File: config.mk
export PLATFORM = sky130hd
export DESIGN_NAME = storage_aware_route_selector_core_flat
export DESIGN_NICKNAME = d
export VERILOG_FILES = /design/src/sv/sars_pkg.sv /design/src/sv/sars_if.sv /design/src/sv/storage_aware_route_selector_core.sv /design/src/sv/sars_ram.sv /design/src/sv/sars_ctrl.sv /design/src/sv/sars_dp.sv /design/src/flat_wrapper.sv
export VERILOG_INCLUDE_DIRS = /design/src /design/src/sv
export SDC_FILE = /design/constraint.sdc
export NUM_CORES = 2
export LEC_CHECK = 0
export BUFFER_PORTS_ARGS = -buffer_cell sky130_fd_sc_hd__buf_4
export CORE_MARGIN = 4
export CORE_UTILIZATION = 40
export CTS_CLUSTER_SIZE = 16
export DETAILED_ROUTE_END_ITERATION = 10
export PLACE_DENSITY = 0.55
export SYNTH_ARGS = -nofsm -noshare
export SYNTH_HDL_FRONTEND = slang
export SYNTH_HIERARCHICAL = 1
export SYNTH_SLANG_ARGS = --single-unit
File: constraint.sdc
create_clock -name i_clk -period 9.6 [get_ports i_clk]
set_input_delay 1.44 -clock i_clk [delete_from_list [all_inputs] [get_ports i_clk]]
set_output_delay 1.44 -clock i_clk [all_outputs]
set_load 0.01 [all_outputs]
File: src/sv/storage_aware_route_selector_core_assert.svh
// assertion macros for the route selector core
`ifndef STORAGE_AWARE_ROUTE_SELECTOR_CORE_ASSERT_SVH
`define STORAGE_AWARE_ROUTE_SELECTOR_CORE_ASSERT_SVH
// implication checked every clock outside reset
`define SARS_ASSERT_IMP(label, clk, rst_n, lhs, rhs) \
    label: assert property (@(posedge clk) disable iff (!rst_n) (lhs) |-> (rhs)) \
        else $error("assertion failed");
// next-cycle implication
`define SARS_ASSERT_NXT(label, clk, rst_n, lhs, rhs) \
    label: assert property (@(posedge clk) disable iff (!rst_n) (lhs) |=> (rhs)) \
        else $error("assertion failed");
`endif

File: src/sv/sars_pkg.sv
// ----------------------------------------------------------------------------
// sars_pkg
// shared types and constants of the route selector core
// ----------------------------------------------------------------------------
package sars_pkg;
    localparam int NODES = 64;
    localparam int ID_W = $clog2(NODES);
    localparam int MAX_CAND = 16;
    localparam int CAND_W = $clog2(MAX_CAND);
    localparam int ENT_W = 49; // known, belief, usage, capacity

    localparam logic [2:0] K_CAP = 3'd0;
    localparam logic [2:0] K_HELLO = 3'd1;
    localparam logic [2:0] K_OWN = 3'd2;
    localparam logic [2:0] K_MERGE = 3'd3;
    localparam logic [2:0] K_COMMIT = 3'd4;
    localparam logic [2:0] K_RELEASE = 3'd5;
    localparam logic [2:0] K_SCORE = 3'd6;
    localparam logic [2:0] K_READ = 3'd7;

    typedef enum logic [3:0] {
        S_CLEAR, S_IDLE, S_AGE_RD, S_AGE_WAIT, S_AGE_WR, S_RD, S_WAIT,
        S_MUL, S_DIV, S_WR, S_OUT
    } t_state;

    typedef struct packed {
        logic [2:0]  kind;
        logic [5:0]  node_id;
        logic [15:0] amount;
        logic [15:0] neighbor_belief;
        logic [31:0] now_time;
        logic        path_end;
        logic        final_candidate;
    } t_in;

    typedef struct packed {
        logic        entry_known;
        logic [15:0] entry_belief;
        logic [15:0] entry_usage;
        logic [3:0]  chosen_index;
        logic [16:0] chosen_score;
        logic        is_score;
    } t_out;

    // controller to datapath
    typedef struct packed {
        logic        load;      // capture input beat
        logic        age_chk;   // compute aging decision
        logic        addr_sel;  // 1 sweep address, 0 item address
        logic        clr_wr;    // write zero at sweep address
        logic        age_wr;    // write aged entry
        logic        rd;        // issue read
        logic        mul;       // form merge products
        logic        div_start;
        logic        item_wr;   // write item result
        logic        score;     // update score state
        logic        sweep_inc;
    } t_cmd;

    // datapath to controller
    typedef struct packed {
        logic age_due;
        logic sweep_last;
        logic need_div;
        logic div_done;
        logic emits;
    } t_sts;
endpackage

File: src/sv/sars_if.sv
// ----------------------------------------------------------------------------
// sars_in_if / sars_out_if
// valid/ready channels of the route selector core
// ----------------------------------------------------------------------------
interface sars_in_if;
    logic            valid;
    logic            ready;
    sars_pkg::t_in   data;
    modport source (output valid, output data, input ready);
    modport sink (input valid, input data, output ready);
endinterface

interface sars_out_if;
    logic            valid;
    logic            ready;
    sars_pkg::t_out  data;
    modport source (output valid, output data, input ready);
    modport sink (input valid, input data, output ready);
endinterface

File: src/sv/storage_aware_route_selector_core.sv
// ----------------------------------------------------------------------------
// storage_aware_route_selector_core
// per-node capacity/belief/use table with bottleneck path selection
// ----------------------------------------------------------------------------
// usage notes
//   in channel: one beat per item (kind, node_id, amount, ...)
//   out channel: one beat for a read, or for the last node of the final
//     candidate of a score run; other items give no beat
//   cfg port: i_cfg_we/i_cfg_wdata write the belief aging interval
//   sequence: an item passes S_AGE_RD, S_RD, S_WAIT, S_MUL, S_DIV, S_WR
//     and S_OUT; a merge of a known entry with a nonzero belief sum also
//     waits on the divider (one quotient bit a cycle), and aging adds
//     S_AGE_WAIT and S_AGE_WR per table entry (single-port table memory)
//   one item is in flight at a time; the next beat is taken once the
//     previous result has been handed to the output register
//   reset: after i_rst_n the table is cleared by a pass over all 64
//     entries, in ready stays low during it
//   receiver stall: the result holds in the output register and the
//     input stops accepting while a result is pending
// ----------------------------------------------------------------------------
`include "storage_aware_route_selector_core_assert.svh"

module storage_aware_route_selector_core (
    input  logic          i_clk,
    input  logic          i_rst_n,
    sars_in_if.sink       i_in,
    sars_out_if.source    o_out,
    input  logic          i_cfg_we,
    input  logic [31:0]   i_cfg_wdata
);
    logic [31:0] r_age_interval;
    sars_pkg::t_cmd cmd;
    sars_pkg::t_sts sts;
    sars_pkg::t_out res;
    logic out_load;
    logic r_out_valid;
    sars_pkg::t_out r_out_data;

    // config register
    always_ff @(posedge i_clk) begin
        if (!i_rst_n) begin
            r_age_interval <= 32'd100;
        end else if (i_cfg_we) begin
            r_age_interval <= i_cfg_wdata;
        end
    end

    sars_ctrl u_ctrl (
        .i_clk      (i_clk),
        .i_rst_n    (i_rst_n),
        .i_in_valid (i_in.valid),
        .o_in_ready (i_in.ready),
        .i_out_free (!r_out_valid || o_out.ready),
        .o_out_load (out_load),
        .i_sts      (sts),
        .o_cmd      (cmd)
    );

    sars_dp u_dp (
        .i_clk          (i_clk),
        .i_rst_n        (i_rst_n),
        .i_data         (i_in.data),
        .i_age_interval (r_age_interval),
        .i_cmd          (cmd),
        .o_sts          (sts),
        .o_res          (res)
    );

    // output register
    always_ff @(posedge i_clk) begin
        if (!i_rst_n) begin
            r_out_valid <= 1'b0;
        end else if (out_load) begin
            r_out_valid <= 1'b1;
        end else if (o_out.ready) begin
            r_out_valid <= 1'b0;
        end
    end

    always_ff @(posedge i_clk) begin
        if (out_load) begin
            r_out_data <= res.is_score
                ? {1'b0, 16'd0, 16'd0, res.chosen_index, res.chosen_score, 1'b1}
                : {res.entry_known, res.entry_belief, res.entry_usage, 4'd0, 17'd0, 1'b0};
        end
    end

    assign o_out.valid = r_out_valid;
    assign o_out.data = r_out_data;

    // a result is never loaded over one still waiting
    `SARS_ASSERT_IMP(a_no_overwrite, i_clk, i_rst_n, out_load, !r_out_valid || o_out.ready)
    // input never taken while divider busy
    `SARS_ASSERT_IMP(a_idle_accept, i_clk, i_rst_n, i_in.ready, sts.div_done)
    // an accepted beat gives no result in the next cycle
    `SARS_ASSERT_NXT(a_no_early_out, i_clk, i_rst_n, i_in.valid && i_in.ready, !out_load)
endmodule

File: src/sv/sars_ram.sv
// ----------------------------------------------------------------------------
// sars_ram
// generic single-port ram, registered read
// ----------------------------------------------------------------------------
module sars_ram #(
    parameter int WIDTH = 8,
    parameter int DEPTH = 16
) (
    input  logic                     i_clk,
    input  logic                     i_we,
    input  logic [$clog2(DEPTH)-1:0] i_addr,
    input  logic [WIDTH-1:0]         i_wdata,
    output logic [WIDTH-1:0]         o_rdata
);
    logic [WIDTH-1:0] r_mem [DEPTH];

    always_ff @(posedge i_clk) begin
        if (i_we) begin
            r_mem[i_addr] <= i_wdata;
        end
        o_rdata <= r_mem[i_addr];
    end
endmodule

File: src/sv/sars_ctrl.sv
// ----------------------------------------------------------------------------
// sars_ctrl
// sequencer for clearing, aging sweep, entry update and result handoff
// ----------------------------------------------------------------------------
module sars_ctrl (
    input  logic             i_clk,
    input  logic             i_rst_n,
    input  logic             i_in_valid,
    output logic             o_in_ready,
    input  logic             i_out_free,
    output logic             o_out_load,
    input  sars_pkg::t_sts   i_sts,
    output sars_pkg::t_cmd   o_cmd
);
    sars_pkg::t_state r_state, n_state;

    always_ff @(posedge i_clk) begin
        if (!i_rst_n) begin
            r_state <= sars_pkg::S_CLEAR;
        end else begin
            r_state <= n_state;
        end
    end

    always_comb begin
        n_state = r_state;
        o_cmd = '0;
        o_in_ready = 1'b0;
        o_out_load = 1'b0;
        case (r_state)
            sars_pkg::S_CLEAR: begin
                o_cmd.addr_sel = 1'b1;
                o_cmd.clr_wr = 1'b1;
                o_cmd.sweep_inc = 1'b1;
                if (i_sts.sweep_last) begin
                    n_state = sars_pkg::S_IDLE;
                end
            end
            sars_pkg::S_IDLE: begin
                o_in_ready = i_out_free;
                if (i_in_valid && i_out_free) begin
                    o_cmd.load = 1'b1;
                    n_state = sars_pkg::S_AGE_RD;
                end
            end
            sars_pkg::S_AGE_RD: begin
                o_cmd.age_chk = 1'b1;
                o_cmd.addr_sel = 1'b1;
                o_cmd.rd = 1'b1;
                n_state = i_sts.age_due ? sars_pkg::S_AGE_WAIT : sars_pkg::S_RD;
            end
            sars_pkg::S_AGE_WAIT: begin
                o_cmd.addr_sel = 1'b1;
                n_state = sars_pkg::S_AGE_WR;
            end
            sars_pkg::S_AGE_WR: begin
                o_cmd.addr_sel = 1'b1;
                o_cmd.age_wr = 1'b1;
                o_cmd.sweep_inc = 1'b1;
                n_state = i_sts.sweep_last ? sars_pkg::S_RD : sars_pkg::S_AGE_WAIT;
            end
            sars_pkg::S_RD: begin
                o_cmd.rd = 1'b1;
                n_state = sars_pkg::S_WAIT;
            end
            sars_pkg::S_WAIT: begin
                n_state = sars_pkg::S_MUL;
            end
            sars_pkg::S_MUL: begin
                o_cmd.mul = 1'b1;
                n_state = sars_pkg::S_DIV;
            end
            sars_pkg::S_DIV: begin
                if (i_sts.need_div) begin
                    o_cmd.div_start = 1'b1;
                    n_state = sars_pkg::S_WR;
                end else begin
                    n_state = sars_pkg::S_WR;
                end
            end
            sars_pkg::S_WR: begin
                if (i_sts.div_done) begin
                    o_cmd.item_wr = 1'b1;
                    o_cmd.score = 1'b1;
                    n_state = sars_pkg::S_OUT;
                end
            end
            sars_pkg::S_OUT: begin
                o_out_load = i_sts.emits;
                n_state = sars_pkg::S_IDLE;
            end
            default: n_state = sars_pkg::S_IDLE;
        endcase
    end
endmodule

File: src/sv/sars_dp.sv
// ----------------------------------------------------------------------------
// sars_dp
// table memory, aging, merge divider and path scoring
// ----------------------------------------------------------------------------
module sars_dp (
    input  logic             i_clk,
    input  logic             i_rst_n,
    input  sars_pkg::t_in    i_data,
    input  logic [31:0]      i_age_interval,
    input  sars_pkg::t_cmd   i_cmd,
    output sars_pkg::t_sts   o_sts,
    output sars_pkg::t_out   o_res
);
    sars_pkg::t_in r_item;
    logic [31:0] r_last_age;
    logic [sars_pkg::ID_W-1:0] r_sweep;
    logic [sars_pkg::ID_W-1:0] addr;
    logic we;
    logic [sars_pkg::ENT_W-1:0] wdata, rdata;
    logic        e_known;
    logic [15:0] e_bel, e_use, e_cap;
    // merge
    logic [31:0] prod_a, prod_b;
    logic [32:0] r_num;
    logic [16:0] r_sum;
    logic [16:0] r_bsum;
    // divider
    logic [32:0] r_rem;
    logic [32:0] r_quo;
    logic [5:0]  r_dcnt;
    logic        r_dbusy;
    logic [33:0] trial;
    // scoring
    logic signed [17:0] r_pmin, r_best;
    logic [sars_pkg::CAND_W-1:0] r_bidx;
    logic [sars_pkg::CAND_W:0]   r_ccnt;
    logic signed [17:0] remain, pmin_n;
    logic        n_known;
    logic [15:0] n_bel, n_use, n_cap;
    logic [15:0] hello_use;
    // result of the item just written
    logic signed [17:0] r_fin_best;
    logic [sars_pkg::CAND_W-1:0] r_fin_idx;
    logic        r_ent_known;
    logic [15:0] r_ent_bel, r_ent_use;

    assign addr = i_cmd.addr_sel ? r_sweep : r_item.node_id;
    assign {e_known, e_bel, e_use, e_cap} = rdata;

    always_comb begin
        we = i_cmd.clr_wr | (i_cmd.age_wr) | i_cmd.item_wr;
        wdata = '0;
        if (i_cmd.age_wr) begin
            wdata = {e_known, (e_known && e_bel != 16'hffff) ? e_bel + 16'd1 : e_bel,
                     e_use, e_cap};
        end else if (i_cmd.item_wr) begin
            wdata = {n_known, n_bel, n_use, n_cap};
        end
    end

    sars_ram #(.WIDTH(sars_pkg::ENT_W), .DEPTH(sars_pkg::NODES)) u_tab (
        .i_clk   (i_clk),
        .i_we    (we),
        .i_addr  (addr),
        .i_wdata (wdata),
        .o_rdata (rdata)
    );

    always_ff @(posedge i_clk) begin
        if (i_cmd.load) begin
            r_item <= i_data;
        end
    end

    always_ff @(posedge i_clk) begin
        if (!i_rst_n) begin
            r_sweep <= '0;
            r_last_age <= '0;
        end else begin
            if (i_cmd.sweep_inc) begin
                r_sweep <= r_sweep + 1'b1;
            end
            if (i_cmd.age_chk && o_sts.age_due) begin
                r_last_age <= r_item.now_time;
            end
        end
    end

    always_comb begin
        o_sts.age_due = ({1'b0, r_last_age} + {1'b0, i_age_interval}
                        < {1'b0, r_item.now_time})
                        && r_item.kind != sars_pkg::K_OWN && r_item.kind != sars_pkg::K_SCORE;
        o_sts.sweep_last = (r_sweep == sars_pkg::ID_W'(sars_pkg::NODES - 1));
        o_sts.need_div = r_item.kind == sars_pkg::K_MERGE && e_known && r_sum != 0;
        o_sts.div_done = !r_dbusy;
        o_sts.emits = r_item.kind == sars_pkg::K_READ ||
                      (r_item.kind == sars_pkg::K_SCORE && r_item.path_end &&
                       r_item.final_candidate);
    end

    // merge products, two 16x16 multiplies
    assign prod_a = {16'd0, r_item.neighbor_belief} * {16'd0, e_use};
    assign prod_b = {16'd0, e_bel} * {16'd0, r_item.amount};

    always_ff @(posedge i_clk) begin
        if (i_cmd.mul) begin
            r_num <= {1'b0, prod_a} + {1'b0, prod_b};
            r_sum <= {1'b0, e_bel} + {1'b0, r_item.neighbor_belief};
        end
    end
    assign r_bsum = r_sum;

    // restoring divider, one quotient bit a cycle
    assign trial = {r_rem[32:0], r_quo[32]} - {17'd0, r_bsum};
    always_ff @(posedge i_clk) begin
        if (!i_rst_n) begin
            r_dbusy <= 1'b0;
            r_dcnt <= '0;
        end else if (i_cmd.div_start) begin
            r_dbusy <= 1'b1;
            r_dcnt <= 6'd33;
            r_rem <= '0;
            r_quo <= r_num;
        end else if (r_dbusy) begin
            if (!trial[33]) begin
                r_rem <= trial[32:0];
                r_quo <= {r_quo[31:0], 1'b1};
            end else begin
                r_rem <= {r_rem[31:0], r_quo[32]};
                r_quo <= {r_quo[31:0], 1'b0};
            end
            r_dcnt <= r_dcnt - 6'd1;
            if (r_dcnt == 6'd1) begin
                r_dbusy <= 1'b0;
            end
        end
    end

    assign hello_use = (e_cap > r_item.amount) ? e_cap - r_item.amount : 16'd0;

    always_comb begin
        n_known = e_known;
        n_bel = e_bel;
        n_use = e_use;
        n_cap = e_cap;
        case (r_item.kind)
            sars_pkg::K_CAP: n_cap = r_item.amount;
            sars_pkg::K_HELLO: begin
                n_use = hello_use; n_bel = 16'd1; n_known = 1'b1;
            end
            sars_pkg::K_OWN: begin
                n_use = r_item.amount; n_bel = 16'd1; n_known = 1'b1;
            end
            sars_pkg::K_MERGE: begin
                if (e_known) begin
                    n_bel = r_sum[16:1];
                    if (r_sum != 0) begin
                        n_use = r_quo[15:0];
                    end
                end else begin
                    n_bel = (r_item.neighbor_belief == 16'hffff) ? 16'hffff
                            : r_item.neighbor_belief + 16'd1;
                    n_use = r_item.amount;
                    n_known = 1'b1;
                end
            end
            sars_pkg::K_COMMIT: begin
                if (!e_known) begin
                    n_bel = 16'd10; n_known = 1'b1;
                    n_use = 16'd1;
                end else begin
                    n_use = (e_use == 16'hffff) ? e_use : e_use + 16'd1;
                end
            end
            sars_pkg::K_RELEASE: begin
                if (e_use != 0) begin
                    n_use = e_use - 16'd1;
                end
            end
            sars_pkg::K_SCORE: begin
                if (!e_known) begin
                    n_bel = 16'd1; n_use = 16'd0; n_known = 1'b1;
                end
            end
            default: ;
        endcase
    end

    assign remain = $signed({2'b00, n_cap}) - $signed({2'b00, n_use});
    assign pmin_n = (remain < r_pmin) ? remain : r_pmin;

    always_ff @(posedge i_clk) begin
        if (!i_rst_n) begin
            r_pmin <= 18'sd131071;
            r_best <= '0;
            r_bidx <= '0;
            r_ccnt <= '0;
        end else if (i_cmd.score && r_item.kind == sars_pkg::K_SCORE) begin
            if (!r_item.path_end) begin
                r_pmin <= pmin_n;
            end else begin
                r_pmin <= 18'sd131071;
                if (r_item.final_candidate) begin
                    r_best <= '0; r_bidx <= '0; r_ccnt <= '0;
                end else if (r_ccnt < (sars_pkg::CAND_W+1)'(sars_pkg::MAX_CAND)) begin
                    if (r_ccnt == 0 || pmin_n > r_best) begin
                        r_best <= pmin_n;
                        r_bidx <= r_ccnt[sars_pkg::CAND_W-1:0];
                    end
                    r_ccnt <= r_ccnt + 1'b1;
                end
            end
        end
    end

    always_ff @(posedge i_clk) begin
        if (i_cmd.score) begin
            r_fin_best <= r_best;
            r_fin_idx <= r_bidx;
            if (r_ccnt < (sars_pkg::CAND_W+1)'(sars_pkg::MAX_CAND) &&
                (r_ccnt == 0 || pmin_n > r_best)) begin
                r_fin_best <= pmin_n;
                r_fin_idx <= r_ccnt[sars_pkg::CAND_W-1:0];
            end
            r_ent_known <= n_known;
            r_ent_bel <= n_bel;
            r_ent_use <= n_use;
        end
    end

    always_comb begin
        o_res = '0;
        o_res.entry_known = r_ent_known;
        o_res.entry_belief = r_ent_bel;
        o_res.entry_usage = r_ent_use;
        o_res.is_score = (r_item.kind == sars_pkg::K_SCORE);
        if (r_item.kind == sars_pkg::K_SCORE) begin
            o_res.chosen_index = 4'(r_fin_idx);
            o_res.chosen_score = r_fin_best[16:0];
        end
    end
endmodule
File: src/flat_wrapper.sv
// flat-port wrapper written by rule: the top's interface ports become plain ports
module storage_aware_route_selector_core_flat 
  (i_clk, i_rst_n, i_cfg_we, i_cfg_wdata, i_in_valid, i_in_data, i_in_ready, o_out_valid, o_out_data, o_out_ready);
  sars_in_if i_in_i ();
  sars_out_if o_out_i ();
  input  logic i_clk;
  input  logic i_rst_n;
  input  logic i_cfg_we;
  input  logic [31:0] i_cfg_wdata;
  input wire logic [$bits(i_in_i.valid)-1:0] i_in_valid;
  input wire logic [$bits(i_in_i.data)-1:0] i_in_data;
  output wire logic [$bits(i_in_i.ready)-1:0] i_in_ready;
  output wire logic [$bits(o_out_i.valid)-1:0] o_out_valid;
  output wire logic [$bits(o_out_i.data)-1:0] o_out_data;
  input wire logic [$bits(o_out_i.ready)-1:0] o_out_ready;
  assign i_in_i.valid = i_in_valid;
  assign i_in_i.data = i_in_data;
  assign i_in_ready = i_in_i.ready;
  assign o_out_valid = o_out_i.valid;
  assign o_out_data = o_out_i.data;
  assign o_out_i.ready = o_out_ready;
  storage_aware_route_selector_core u_core (.i_clk(i_clk), .i_rst_n(i_rst_n), .i_in(i_in_i), .o_out(o_out_i), .i_cfg_we(i_cfg_we), .i_cfg_wdata(i_cfg_wdata));
endmodule
Yosys cells after proc, flatten, opt, wreduce, memory -nomap -nowiden --
Memory sizes are Yosys's and may differ from the RTL's. A register that Yosys moved wholly into a read port is not among the register bits. Index checks and enable logic that the tools add are counted.
Word-level totals: output and inout bits 57, memories 1, latch bits 0, bits in read-only memories 0, bits of input ports 112, RAM bits 3136, word-level logic and storage cells 184, register bits after elaboration 427
Cells by class: reduce and logical (&&, ||, !) cells 33, shift-type cells 0, $mul 2, add/sub/neg operators 13, divide/modulo/power cells 0, multiplexer cells 66, equality and inequality tests 27, order comparisons 5, bitwise operators 3
Memories:
- u_core.u_dp.u_tab.r_mem | words 64, width 49, rd ports 1, clocked after Yosys merged registers in 1, wr ports 1, line sars_ram.sv:15 | logic [WIDTH-1:0] r_mem [DEPTH];
Operators by type and width (count):
- 16-bit two-way mux | 13
- 33-bit two-way mux | 4
- 49-bit two-way mux | 2
- 16-bit one-hot mux with 6 select lines | 1
- 18-bit two-way mux | 5
- 32-bit by 32-bit adder with 33-bit output | 2
- 16-bit by 16-bit multiplier with 32-bit output | 2
- 16-bit one-hot mux with 4 select lines | 1
- 16-bit by 1-bit adder with 16-bit output (second input constant) | 3
- 4-bit one-hot mux with 10 select lines | 1
- 34-bit by 17-bit subtractor with 34-bit output | 1
- 33-bit by 32-bit less-than comparator with 1-bit output | 1
- 16-bit == test (second input constant) | 2
- 4-bit two-way mux | 7
- 1-bit two-way mux | 22
- 18-bit greater-than comparator | 1
- 17-bit by 18-bit less-than comparator with 1-bit output | 1
- 6-bit two-way mux | 3
- 16-bit by 16-bit adder with 17-bit output | 1
- 17-bit two-way mux | 1
- 17-bit nonzero test | 1
- 16-bit by 16-bit subtractor with 17-bit output | 1
- 4-bit by 3-bit == test with 1-bit output (second input constant) | 4
- 16-bit greater-than comparator | 1
- 37 further kinds | 68

Longest topological paths before layout --
depth in word-level cells 12, depth in mapped cells 48, gate-level depth less buffers 44

Modules after synthesis --
Netlist, hierarchy kept.
By module, submodules not included:
- sars_ram | cells an instance 6654, instances 1, area an instance 119283.2 µm², sequential area each 95151.3 µm²
- sars_dp | cells an instance 4280, instances 1, area an instance 39351.5 µm², sequential area each 9158.8 µm²
- storage_aware_route_selector_core | cells an instance 221, instances 1, area an instance 3288.2 µm², sequential area each 2312.2 µm²
- sars_ctrl | cells an instance 48, instances 1, area an instance 349.1 µm², sequential area each 80.1 µm²

Worst setup path before layout --
No wires, ideal clock.
kind register to register, from register u_core/u_dp/r_item[51] in the netlist's numbering, to register u_core.u_dp.r_best[10], period minus slack after synthesis 8809 ps, cell stages (with the launch flop) 46, setup time 60 ps, arrival time 8750 ps, data required time 9540 ps, path buffers 5, slack 791 ps, path through edfxtp_1 clkbuf_1 inv_1 ha_1 a21o_1 a21o_1 a21o_1 a21o_1 a21oi_1 o21bai_1 xnor2_1 o221ai_1 a311o_1 o221ai_1 ha_1 clkbuf_1 a21oi_1 nor2b_1 [... 10 more ...] nor3_1 o31ai_1 a31oi_1 clkbuf_1 mux2_2 ha_1 a21o_1 a21o_1 a21oi_1 nor3_1 a2111oi_0 nand2_1 a32o_1 clkbuf_1 o21ai_1 and2_1 clkbuf_1 a22o_1
Between the ends: longest elaborated chain between the ends 10, elaborated cells between the ends (all ways) 16, classes of those cells 2 x add/sub; 3 x order compare; 8 x mux; 3 x reduce/logical
RTL lines:
- start, declared | line sars_dp.sv:14 | sars_pkg::t_in r_item;
- start signal, assigned | line sars_dp.sv:71 | r_item <= i_data;
- 16-bit subtractor or 16-bit greater-than comparator (tied branches) | line sars_dp.sv:139 | assign hello_use = (e_cap > r_item.amount) ? e_cap - r_item.amount : 16'd0;
- 16-bit two-way mux | line sars_dp.sv:139
- 16-bit one-hot mux with 6 select lines | line sars_dp.sv:146 | case (r_item.kind)
- 16-bit by 16-bit subtractor with 17-bit output * | line sars_dp.sv:189 | assign remain = $signed({2'b00, n_cap}) - $signed({2'b00, n_use});
- 17-bit by 18-bit less-than comparator with 1-bit output | line sars_dp.sv:190 | assign pmin_n = (remain < r_pmin) ? remain : r_pmin;
- 18-bit two-way mux * | line sars_dp.sv:190
- 18-bit greater-than comparator | line sars_dp.sv:206 | if (r_ccnt == 0 || pmin_n > r_best) begin
- 1-bit logical OR | line sars_dp.sv:206
- 2-bit nonzero test (no source line)
- 4-bit AND reduction (no source line)
- end signal, assigned | line sars_dp.sv:207 | r_best <= pmin_n;
- end, declared | line sars_dp.sv:34 | logic signed [17:0] r_pmin, r_best;
Mark *: on every way between the ends. The rest lies on a longest branch, timed or not. The select of a mux whose other input is x is not followed. A chain may end at the register's enable or synchronous reset.

Final worst setup path --
from register u_core.u_dp.u_tab.o_rdata[41] (read register of u_core.u_dp.u_tab.r_mem), to register u_core.u_dp.r_num[32] (data pin)
Between the ends: longest elaborated chain between the ends 2
RTL lines:
- start, declared | line sars_ram.sv:13 | output logic [WIDTH-1:0] o_rdata
- 16-bit by 16-bit multiplier with 32-bit output | line sars_dp.sv:103 | assign prod_b = {16'd0, e_bel} * {16'd0, r_item.amount};
- 32-bit by 32-bit adder with 33-bit output | line sars_dp.sv:107 | r_num <= {1'b0, prod_a} + {1'b0, prod_b};
- end signal, assigned | line sars_dp.sv:107
- end, declared | line sars_dp.sv:24 | logic [32:0] r_num;
No other way between the ends.

==> reports/metrics.cfg <==
[power_and_ir_drop]
cellPowerDensity_nw_per_um2=358.0
power.leakage_nw=64.29
vdd_ir_drop_max_mv=1.793

[die]
rows=233
start_util=0.4021
die_area_um2=415900
core_area_um2=403500
die_w_um=644.9
pin_count=169
die_h_um=644.9

[min_path]
hp-class=reg -> reg
hold-path-cell-count=2

[worst_setup_path]
cp.depth=25
path_delay_family=adder cells
crit_buf_inv=7
crit_path_top_delay_cell=dfxtp_1
cpPeakStageDelay_ns=1.13
crit_path_frequent_cell=fa_1
critPathMaxFanout=21
critical_path.endpoint_type=flip-flop
reg2reg_depth=25
critPathKind=reg -> reg
critical_path_arrival_ns=9.82
crit_required_ns=10.29
cp-start-kind=flip-flop

[clock_tree]
ctsHoldBuffers=0
cts_tree=built
root_buffer=clkbuf_16
clock_latency_ns=0.99
cts_num_sinks=3612
clock_path_buffers=4
numCtsBuffers=381
clk_pin_slew_ns=0.06
h-tree-depth=5

[global_route]
use_met1=0.3822
grt_pass1_vias=105000
grt_util_met2=0.4486
track_usage=0.2876
grt_pass1_wl_mm=846.3
overflow=0
grt_most_used_layer=met2
use_met3=0.06582
antenna_found_initial=49
grt_max_degree=104

[synth]
postSynthCellCount=11200
yosysWarningCount=6
synth.cell_area_um2=162300
syn_avg_cell_area_um2=14.49
synth_fp_nets=12140

[timing]
rsz0062_at_grt=no
fin_crit_ns=9.133
fin_crit_sh=0.9513
final_max_slew_viol_count=0
hold_ws_ns=0.4642
relSlewSlack=0.06833
tightest_slew_ns=1.394
fin_worst_skew_ns=0.07543
fmax_mhz=109.5
fin_setup_tns_ns=0
hold_viol_final=0
setup_viol=0

[detailed_routing]
wirelength_mm=614.8
vias=107500
viasPerCell=6.226
initialDrtViolationCount=15130
drc=0
drtAntennaViolNets=0
wl_per_cell_um=35.62
dr.pass1.iters=7

[placed_design]
hpwl_mm=362.9
gp_congestion=0.9069
io_buffers=168
dpl_cell_area_um2=172300

[flow_run]
drv_cap=0

[finish]
drive_gt1_frac=0.1397
nets=12410
fillers=35400
area_growth_pct=13.83
design_area_um2=184700

[outcome]
status=finished clean

-- placed cells by master, fill, tap and decap left out, drive strengths merged, types with 84 or more instances in the layout --
master	instances
a21oi	329
a221oi	674
a22o	84
a22oi	437
and2	252
buf	655
clkbuf	479
clkinv	158
dfxtp	176
edfxtp	3436
fa	452
ha	371
inv	723
mux2	199
mux2i	233
nand2	745
nand3	115
nor2	403
nor2b	128
nor3	124
o21ai	357
o22ai	275
xnor2	104
-- worst reg2reg max path: stages, from the launching register on --
cell and delay, ns:
dfxtp_1 1.13, nand2_1 0.24, fa_1 0.57, inv_1 0.06, fa_1 0.53, inv_1 0.05, fa_1 0.48, fa_1 0.54
inv_1 0.05, fa_1 0.48, inv_1 0.08, fa_1 0.49, inv_1 0.05, fa_1 0.47, inv_1 0.05, fa_1 0.49
inv_1 0.05, ha_1 0.41, nand3_1 0.11, o21ai_0 0.70, a21oi_1 0.33, o21ai_0 0.55, nor4_1 0.18, or3_1 0.44
o21ai_0 0.22, xnor2_1 0.09
-- power breakdown --
group          internal (mW)  switching (mW)  total [mW]
logic                   13.7            19.0        32.7
clock network           8.21            6.35        14.6
registers               18.7           0.152        18.9
total                   40.6            25.5        66.1
-- per-layer routing --
| metal | vias up | routed length, µm | part of all wire |
|---|---|---|---|
| met5 | - | 168 | 0.00027 |
| met4 | 26 | 33000 | 0.054 |
| met3 | 1346 | 66330 | 0.11 |
| met2 | 6869 | 278800 | 0.45 |
| met1 | 55510 | 236600 | 0.38 |
| li1 | 43710 | - | - |
-- registers in the layout, summed over array words and instances, names as in the netlist, 17 cells and up --
signal,flops
u_core/u_dp/r_best,18
u_core/u_dp/r_rem,33
u_core/o_out.data,55
u_core/u_dp/u_tab/r_mem,3136
u_core/u_dp/r_bsum,17
u_core/u_dp/r_quo,33
u_core/u_dp/r_item,75
u_core/u_dp/r_fin_best,17
u_core/u_dp/r_pmin,18
u_core/u_dp/r_last_age,32
u_core/u_dp/r_num,33
u_core/u_dp/u_tab/o_rdata,49
u_core/r_age_interval,32
-- timing repair --
item                       CTS  global route
gates resized for setup      0            11
setup endpoints to repair    0            43
setup buffers                0             1
-- per-stage QoR --
step / total power, mW / util / setup slack [ns] / std cells
6_report: 66.13 / 0.4578 / 0.4674 / 17260
5_1_grt: 70.21 / 0.4577 / 0.04684 / 17240
4_1_cts: 66.27 / 0.4572 / 0.2974 / 17190
3_5_place_dp: 51.75 / 0.4271 / 0.3633 / 16500
3_3_place_gp: 51.30 / 0.4271 / 0.2211 / 16500
2_1_floorplan: 44.08 / - / 0.7906 / 11200
-- final timing paths --
kind / startpoint / end / slack [ns]
setup / recovery: u_core/u_dp/u_tab/o_rdata[41]$_DFF_P_ / u_core/u_dp/r_num[32]$_DFFE_PP_ / 0.47
hold / removal: u_core/u_dp/r_last_age[0]$_SDFFE_PN0P_ / u_core/u_dp/r_last_age[0]$_SDFFE_PN0P_ / 0.46
setup reg to reg: u_core/u_dp/u_tab/o_rdata[41]$_DFF_P_ / u_core/u_dp/r_num[32]$_DFFE_PP_ / 0.47
hold reg to reg: u_core/u_dp/r_last_age[0]$_SDFFE_PN0P_ / u_core/u_dp/r_last_age[0]$_SDFFE_PN0P_ / 0.46
-- final cells by class --
type,instances,area (µm²),area share
clock inverters,214,2001,0.01083
repair buffers,655,5468,0.02960
flip-flops and latches,3612,106700,0.5777
clock buffers,479,10140,0.05490
inverters,702,2655,0.01437
multi-input cells,6124,50800,0.2750
diodes,68,170.2,0.0009213
well taps,5405,6763,0.03661
No activity file was read; power rests on OpenSTA's default activity.
